File: config.mk
export PLATFORM = sky130hd
export DESIGN_NAME = dmwb_ctrl
export DESIGN_NICKNAME = d
export VERILOG_FILES = /design/src/rtl/core/dmwb_pkg.sv /design/src/rtl/core/dmwb_ctrl.sv
export SDC_FILE = /design/constraint.sdc
export NUM_CORES = 1
export LEC_CHECK = 0
export BUFFER_PORTS_ARGS = -buffer_cell sky130_fd_sc_hd__buf_2
export CAP_MARGIN = 20
export CORE_AREA = 2 2 39 41
export CTS_BUF_LIST = sky130_fd_sc_hd__clkbuf_8
export DETAILED_ROUTE_END_ITERATION = 10
export DIE_AREA = 0 0 41 43
export SYNTH_ARGS = -nofsm -noshare
export SYNTH_HDL_FRONTEND = slang
export SYNTH_SLANG_ARGS = --single-unit
export TNS_END_PERCENT = 5
File: constraint.sdc
create_clock -name clk -period 1.35 [get_ports clk]
set_clock_uncertainty 0.2 [all_clocks]
set_input_delay 0 -clock clk [delete_from_list [all_inputs] [get_ports clk]]
set_output_delay 0 -clock clk [all_outputs]
set_load 0.01 [all_outputs]
File: src/rtl/core/dmwb_pkg.sv
// ----------------------------------------------------------------------------
// dmwb_pkg
// Shared sizes and controller/datapath interface types for the
// direct-mapped write-back cache core.
// ----------------------------------------------------------------------------
package dmwb_pkg;

  localparam int ADDR_W      = 11;                     // byte address
  localparam int DATA_W      = 8;                      // one byte
  localparam int OFF_W       = 4;                      // byte within line
  localparam int IDX_W       = 4;                      // line index
  localparam int TAG_W       = ADDR_W - OFF_W - IDX_W;
  localparam int LINE_SIZE   = 2 ** OFF_W;
  localparam int NUM_LINES   = 2 ** IDX_W;
  localparam int MEM_SIZE    = 2 ** ADDR_W;
  localparam int CACHE_AW    = IDX_W + OFF_W;
  localparam int CACHE_BYTES = 2 ** CACHE_AW;

  localparam logic CMD_READ  = 1'b0;
  localparam logic CMD_WRITE = 1'b1;

  // controller -> datapath
  typedef struct packed {
    logic req_load;    // latch the accepted request
    logic init_step;   // write one backing byte of the power-up pattern
    logic lookup;      // hit access: read slot, write it on a store
    logic spill_step;  // read one victim byte (written back in the next cycle)
    logic fill_step;   // read one backing byte (written to the line in the next cycle)
    logic fill_end;    // install tag, set valid, clear dirty
    logic out_load;    // capture the result into the output register
  } dmwb_cmd_t;

  // datapath -> controller
  typedef struct packed {
    logic hit;          // valid line with matching tag
    logic victim_dirty; // line at index is valid and dirty
    logic cnt_last;     // line byte counter at its last byte
    logic init_last;    // power-up pass at its last byte
  } dmwb_sts_t;

endpackage

File: src/rtl/core/dmwb_ctrl.sv
// ----------------------------------------------------------------------------
// dmwb_ctrl
// Controller state machine: power-up pass, lookup, write-back, line fill
// and result hand-off.
// ----------------------------------------------------------------------------
module dmwb_ctrl (
  input  logic               clk,
  input  logic               rst_n,
  input  logic               in_tvalid,
  output logic               in_tready,
  output logic               out_tvalid,
  input  logic               out_tready,
  input  dmwb_pkg::dmwb_sts_t sts,
  output dmwb_pkg::dmwb_cmd_t cmd
);

  localparam logic [2:0] S_INIT     = 3'd0;
  localparam logic [2:0] S_IDLE     = 3'd1;
  localparam logic [2:0] S_LOOKUP   = 3'd2;
  localparam logic [2:0] S_SPILL    = 3'd3;
  localparam logic [2:0] S_FILL     = 3'd4;
  localparam logic [2:0] S_FILL_END = 3'd5;
  localparam logic [2:0] S_RESP     = 3'd6;

  logic [2:0] state_r, state_nxt;
  logic       out_valid_r, out_valid_nxt;
  logic       out_free;
  logic       accept;

  assign out_free   = !out_valid_r || out_tready;
  assign in_tready  = (state_r == S_IDLE) || ((state_r == S_RESP) && out_free);
  assign accept     = in_tvalid && in_tready;
  assign out_tvalid = out_valid_r;

  always_comb begin
    state_nxt = state_r;
    cmd       = '0;
    cmd.req_load = accept;
    unique case (state_r)
      S_INIT: begin
        cmd.init_step = 1'b1;
        if (sts.init_last) state_nxt = S_IDLE;
      end
      S_IDLE: begin
        if (accept) state_nxt = S_LOOKUP;
      end
      S_LOOKUP: begin
        if (sts.hit) begin
          cmd.lookup = 1'b1;
          state_nxt  = S_RESP;
        end else if (sts.victim_dirty) begin
          state_nxt = S_SPILL;
        end else begin
          state_nxt = S_FILL;
        end
      end
      S_SPILL: begin
        cmd.spill_step = 1'b1;
        if (sts.cnt_last) state_nxt = S_FILL;
      end
      S_FILL: begin
        cmd.fill_step = 1'b1;
        if (sts.cnt_last) state_nxt = S_FILL_END;
      end
      S_FILL_END: begin
        cmd.fill_end = 1'b1;
        state_nxt    = S_LOOKUP;
      end
      S_RESP: begin
        if (out_free) begin
          cmd.out_load = 1'b1;
          state_nxt    = accept ? S_LOOKUP : S_IDLE;
        end
      end
      default: state_nxt = S_IDLE;
    endcase
  end

  always_comb begin
    out_valid_nxt = out_valid_r;
    if (out_tready) out_valid_nxt = 1'b0;
    if (cmd.out_load) out_valid_nxt = 1'b1;
  end

  always_ff @(posedge clk) begin
    if (!rst_n) begin
      state_r     <= S_INIT;
      out_valid_r <= 1'b0;
    end else begin
      state_r     <= state_nxt;
      out_valid_r <= out_valid_nxt;
    end
  end

endmodule

**After elaboration in Yosys (flattened, before gate mapping)**

Index checks and enable logic that the tools add are counted.

- Bits of input ports: 8
- Register bits after elaboration: 4
- Output and inout bits: 9
- Word-level logic and storage cells: 40

- Eq/ne operators: 11
- Reduce and logical (&&, ||, !) cells: 8
- Mux-type cells: 19

Operators by type and width:

| cell | number |
|---|---|
| 3-bit 2-to-1 mux | 7 |
| 3-bit one-hot mux with 7 select lines | 1 |
| 1-bit 2-to-1 mux | 10 |
| 2-bit inequality test (second input constant) | 5 |
| 3-bit == test (second input constant) | 3 |
| 3-bit by 2-bit == test with 1-bit output (second input constant) | 2 |
| 5-bit AND reduction | 1 |
| 3-bit by 1-bit == test with 1-bit output (second input constant) | 1 |
| 3-bit logical NOT | 1 |
| 1-bit logical AND | 2 |
| 1-bit logical OR | 2 |
| 2-bit 2-to-1 mux | 1 |
| 2-bit nonzero test | 1 |
| 1-bit logical NOT | 1 |

**Logic depth before layout (Yosys ltp)**

Gate-level depths: netlist (run 1).

- Depth in word-level cells: 8
- Depth in mapped cells: 6
- Gate-level depth less buffers: 5

**Worst setup path after synthesis (run 1)**

OpenSTA, ideal clock, no wires.

- Path type: reg-to-reg
- Start: register state_r[2]
- End: register state_r[1]
- Arrival: 1,226 ps
- Clock period less this slack: 1,488 ps
- Cell stages (with the launch flop): 7
- Buffers on the path: 1
- Setup slack: -138 ps
- Setup time: 62 ps
- Required time: 1,088 ps
- Cells stage by stage: dfxtp_1 -> buf_2 -> nand2b_1 -> or3_1 -> o21ai_1 -> or4b_1 -> nand3_1

- Word-level cells in the longest chain between the ends: 7
- Elaborated cells between the ends (all ways): 19
- Those cells by class: eq/ne (11); mux (3); reduce/logical (5)

RTL lines:

| element | line | RTL |
|---|---|---|
| from (decl) | dmwb_ctrl.sv:25 | `logic [2:0] state_r, state_nxt;` |
| from (signal assigned) | dmwb_ctrl.sv:90 | `state_r <= state_nxt;` |
| 3-bit == test | dmwb_ctrl.sv:31, dmwb_ctrl.sv:39 |  |
| 1-bit logical AND | dmwb_ctrl.sv:31 | `assign in_tready = (state_r == S_IDLE) \|\| ((state_r == S_RESP) && out_free);` |
| 1-bit logical OR | dmwb_ctrl.sv:31 |  |
| 1-bit logical AND | dmwb_ctrl.sv:32 | `assign accept = in_tvalid && in_tready;` |
| 2-bit 2-to-1 mux | dmwb_ctrl.sv:72 | `state_nxt = accept ? S_LOOKUP : S_IDLE;` |
| 3-bit 2-to-1 mux | dmwb_ctrl.sv:70 | `if (out_free) begin` |
| 3-bit one-hot mux with 7 select lines | dmwb_ctrl.sv:39 | `unique case (state_r)` |

Parallel ways exist; a longest one is shown, timed or not. The select of a mux whose other input is x is not followed.
A chain may end at the register's enable or synchronous reset.

**Worst setup path after layout (run 1)**

- Start: register state_r[1]
- End: register state_r[1]

Same word-level chain as after synthesis.

==> results.ini, run 1 <==
[floorplanning]
floorplan.initialDensity_pct = 25.0
ioPinCount = 17
die_x_um = 41
rows = 14
dieArea_um2 = 1760
fp.coreArea_um2 = 1380
fp.dieH_um = 43

[setup_path]
ff2ff_path_depth = 5
slowest_stage = or4b_4
crit_end = state_r[1]
cp.buffers_inverters = 0
reg2reg_from = state_r[1]
worstPathRequired_ns = 1.31
cp-start-kind = flip-flop
worst-setup-path-type = flip-flop to flip-flop
cp_num_cells = 5
worstPathArrival_ns = 1.48
crit_start = state_r[1]
reg2reg_slack_ns = -0.17
setup.worst_path.end_class = flip-flop
path_cells = mux2i_1 > a21oi_2 > o21ai_2 > or4b_4 > nand3_2
slowest_delay_ns = 0.48
reg2reg_to = state_r[1]
path_max_fanout = 4
critPathTopFamily = simple AND/OR/NAND/NOR gates

[hold_path]
hold_path_depth = 3
hp-class = input port to flip-flop

[power]
ir_worst_vdd_v = 0.000602
finalPower_mw = 1.11
power_density_nw_per_um2 = 1810
p_leak_nw = 0.301

[sta]
max_freq_ghz = 0.657
slew_violations = 0
timing_hold_violations_final = 1
worst_slack_ns = -0.171
grt_setup_unrepaired = yes
tightest_slew_ns = 0.299
fin_crit_ns = 1.52
slew_headroom_pct = 79.8
holdWs_ns = -0.0747
min_period_over_period_pct = 113
finalSetupViolCount = 6

[synth]
yosys.area.top_type = dfxtp_1
yosysSeqAreaShare_pct = 23.2
async_flop_share_pct = 0
syn_area_per_cell_um2 = 7.19
yosys_warnings = 0
ys_seq_elements = 4
synth_common_cells = dfxtp_1 (4), nor2_1 (4)
synth.distinct_cells = 26
synth_edf_count = 0
synth_top_area_share_pct = 23.2
postSynthCellCount = 48
synth_area_um2 = 345
ys_top_cells_by_area = dfxtp_1 (23%), nand2b_1 (5.4%), and3b_1 (5.1%)
syn_nets = 56
synth_flop_cell = dfxtp_1

[clocking]
clk_pin_slew_ns = 0.03
hold_buffers = 3
htree_levels = 1
cts_tree = built
cts_root_buf = clkbuf_8
cts_sinks = 4
insertion_delay_ns = 0.22
cts_buffers = 3
cts_setup_buffers = 0
cts_buffer_depth = 2

[grt]
grtUsageMet1_pct = 13.8
grt_max_degree = 13
track_usage_pct = 13.6
grt_pass1_vias = 411
grt_pass1_wl_um = 1590
antenna_found_initial = 0
grt-ovfl-total = 0
top_usage_layer = met2
met3_usage_pct = 3.14
grt.met2_usage_pct = 21.9

[outcome]
violations = hold timing, setup timing
outcome = finished, violations left

[placement]
dp_hpwl_um = 740
place_congestion = 0.838
post-place-ws_ns = -0.129
place.port_buffers = 16

[final_layout]
nFillCells = 150
drive_gt1_share_pct = 54.8
nets = 83
area_growth_pct = 77.2
diodes = 0

[run]
maxCapViolCount = 0

[drt]
drt-total-wl_um = 1090
vias_per_cell = 5.15
drt_pass1_iterations = 4
vias = 458
ant_nets = 0
drt_iter0_drc = 6
wl_per_cell_um = 12.2
drc = 0

[cells by family after synthesis]
kind of cell	synth area share, %
AOI/OAI and AO/OA	23.6
buffers and inverters	10.5
DFF	23.2
muxes	2.90
and+or+nand+nor	39.9
[worst min-delay path, delay by kind of cell]
family,cells,cell delay [ns]
AOI/OAI and AO/OA,1,0.06
buffers and inverters,1,0.09
and+or+nand+nor,1,0.14
[metrics by stage]
step           instance area [um^2]  std cells  utilization [%]  setup TNS (ns)
4_1_cts                         589         89             42.6          -0.528
6_report                        612         89             44.2          -0.624
2_1_floorplan                   362         48                -          -0.104
3_5_place_dp                    487         83             35.2          -0.334
5_1_grt                         612         89             44.2          -0.930
3_3_place_gp                    487         83             35.2          -0.337
[cells in the final DEF (no fill, tap or decap), types with 2 or more instances in the layout]
cell type / netlist / layout
buf_2: 2 / 16
and2_1: 2 / 2
and3b_1: 2 / 2
buf_6: 0 / 3
clkbuf_8: 0 / 3
a21oi_1: 3 / 3
nor2_1: 4 / 3
buf_4: 2 / 5
dfxtp_2: 0 / 2
inv_1: 2 / 2
nand2b_4: 0 / 2
nand3_1: 3 / 2
dlygate4sd3_1: 0 / 3
nand2_1: 3 / 2
nor3_1: 2 / 2
[sequential cells by signal, summed over array words and instances, names as in the netlist]
name,cells
out_tvalid,1
state_r,3
[worst min path at each step]
stage,start,to,slack (ns)
final,out_tready,out_tvalid,-0.07
after global routing,out_tready,out_tvalid,-0.06
after CTS,out_tready,out_tvalid,-0.005
after detailed placement,rst_n,state_r[2],0.11
after global placement,rst_n,out_tvalid,0.11
after floorplan,rst_n,out_tvalid,-0.07
[layout make-up]
type	count	area, um^2	share of cell area [%]
Clock buffer	3	41.3	6.75
Timing Repair Buffer	27	181	29.7
Sequential cell	4	86.3	14.1
Inverter	2	7.51	1.23
Multi-Input combinational cell	37	275	45.0
Tap cell	16	20.0	3.27
[report_power, final]
part           switching (mW)  internal [mW]  total, mW
clock                  0.0673          0.191      0.258
sequential             0.0479          0.162      0.209
combinational           0.307          0.334      0.641
total                   0.423          0.686       1.11
[what timing repair did]
action / CTS / global route
gates resized for setup: 9 / 5
pin swaps: 4 / 2
hold endpoints to repair: 4 / 1
endpoints found under the setup margin: 8 / 7
[per-layer routing]
layer | part of all wire (%) | vias up | routed length, um
li1 | - | 225 | -
met1 | 45 | 215 | 489
met2 | 49 | 14 | 536
met3 | 3.0 | 4 | 33
met4 | 2.7 | 0 | 29
met5 | 0 | - | 0
(Power assumes the default switching activity.)
==> run 2: changes to the inputs <==
Settings changed: CELL_PAD_IN_SITES_DETAIL_PLACEMENT set to 1, CELL_PAD_IN_SITES_GLOBAL_PLACEMENT set to 2, CORE_AREA 2 2 39 41 to 2 2 45 47, DIE_AREA 0 0 41 43 to 0 0 47 49, PLACE_DENSITY set to 0.71.
==> run 2 against run 1 <==
Net effect:
- the flow still finishes with violations (hold timing, setup timing)
- non-clock buffer count stayed put
- total power is 5.0% lower
- routed wire length rose by 2.4%
- sequential power increased by 2%
- design area fell by 3.3%
==> results.ini, run 2 (synthesized netlist as in run 1, its figures left out) <==
[outcome]
outcome = finished, violations left
violations = hold timing, setup timing

[drt]
vias = 437
ant_nets = 0
drc = 0
drt-total-wl_um = 1120
vias_per_cell = 4.37
wl_per_cell_um = 11.2
drt_iter0_drc = 4
drt_pass1_iterations = 4

[setup_path]
crit_end = state_r[1]
worst-setup-path-type = flip-flop to flip-flop
worstPathRequired_ns = 1.30
crit_start = state_r[1]
cp-start-kind = flip-flop
setup.worst_path.end_class = flip-flop
ff2ff_path_depth = 5
worstPathArrival_ns = 1.50
reg2reg_to = state_r[1]
slowest_stage = or4b_1
reg2reg_from = state_r[1]
path_cells = mux2i_1 > a21oi_2 > o21ai_2 > or4b_1 > nand3_2
reg2reg_slack_ns = -0.20
slowest_delay_ns = 0.48
path_max_fanout = 5

[final_layout]
largest_reg_flops = 3
nFillCells = 244
seqCellArea_um2 = 83.8
drive_gt1_share_pct = 52.1
multi_input_area_um2 = 255
final_cell_mix = buf_2 (16), buf_4 (8)
final_common_cell = buf_2
top_register = state_r
diodes = 0
area_growth_pct = 71.4
nets = 83
utilization_pct = 32.1

[clocking]
cts_root_buf = clkbuf_8
cts_sinks = 4
htree_levels = 1
cts_buffer_depth = 2
clk_pin_slew_ns = 0.03
cts_buffers = 3
cts_tree = built
insertion_delay_ns = 0.21

[floorplanning]
die_x_um = 47
rows = 16
fp.dieH_um = 49
ioPinCount = 17
floorplan.initialDensity_pct = 18.7
dieArea_um2 = 2300
fp.coreArea_um2 = 1840

[sta]
fin_crit_ns = 1.55
slew_headroom_pct = 77.4
max_freq_ghz = 0.645
timing_hold_violations_final = 1
tightest_slew_ns = 0.334
slew_violations = 0
grt_setup_unrepaired = yes
tns_ns = -0.782
worst_slack_ns = -0.200
finalSetupViolCount = 7
holdWs_ns = -0.0140
min_period_over_period_pct = 115

[power]
ir_worst_vdd_v = 0.000650
finalPower_mw = 1.05
power_density_nw_per_um2 = 1780
p_leak_nw = 0.288

[grt]
grt_max_degree = 9
grt-ovfl-total = 0
grt_pass1_wl_um = 1760
track_usage_pct = 10.1
antenna_found_initial = 0
grt_pass1_vias = 425

[placement]
place_congestion = 0.697
place.port_buffers = 16
dp_hpwl_um = 874

[hold_path]
hold_start = out_tready
hp-class = input port to flip-flop

[run]
maxCapViolCount = 0

-- run 2: cell counts in the layout (fill, tap and decap cells not counted) --
No cell type changed its count.
-- run 2: what timing repair did --
item	4_1_cts	5_1_grt
hold endpoints to repair	4	0
resized for setup	4	3
hold buffers	3	0
cloned	0	0
setup buffers	0	0
pin swaps	0	2
setup endpoints to repair	8	7
-- run 2: worst min-delay path by stage --
stage	to	cells past startpoint
floorplan	out_tvalid	2
global placement	state_r[2]	3
detailed placement	out_tvalid	3
CTS	out_tvalid	3
global route	out_tvalid	3
finish	out_tvalid	3
-- run 2: power by group --
| group | switching, mW | internal, mW | total (mW) |
|---|---|---|---|
| logic | 0.289 | 0.304 | 0.593 |
| clock network | 0.0565 | 0.190 | 0.246 |
| registers | 0.0525 | 0.160 | 0.213 |
| total | 0.398 | 0.654 | 1.05 |
-- run 2: stage by stage --
step / instance area (um^2) / instances / worst slack (ns)
2_1_floorplan: 362 / 48 / -0.0865
3_3_place_gp: 500 / 94 / -0.140
3_5_place_dp: 500 / 94 / -0.188
4_1_cts: 581 / 100 / -0.215
5_1_grt: 592 / 100 / -0.253
6_report: 592 / 100 / -0.200
-- run 2: worst max-delay path: cells and delay by family (launching register included) --
family / cells / cell delay, ns
and+or+nand+nor: 2 / 0.56
muxes: 1 / 0.13
DFF: 1 / 0.33
AOI/OAI and AO/OA: 2 / 0.27
-- run 2: area by class of cell --
type                    instances  area share (%)
multi-input cells              37            43.1
repair buffers                 27            28.8
flip-flops and latches          4            14.2
clock buffers                   3            6.98
well taps                      27            5.71
inverters                       2            1.27
-- run 2: layer usage --
metal | track usage, % | wire length (um)
met1 | 11.5 | 455
met2 | 19.2 | 610
met3 | 1.11 | 49
met4 | 1.39 | 0
met5 | 0 | 0
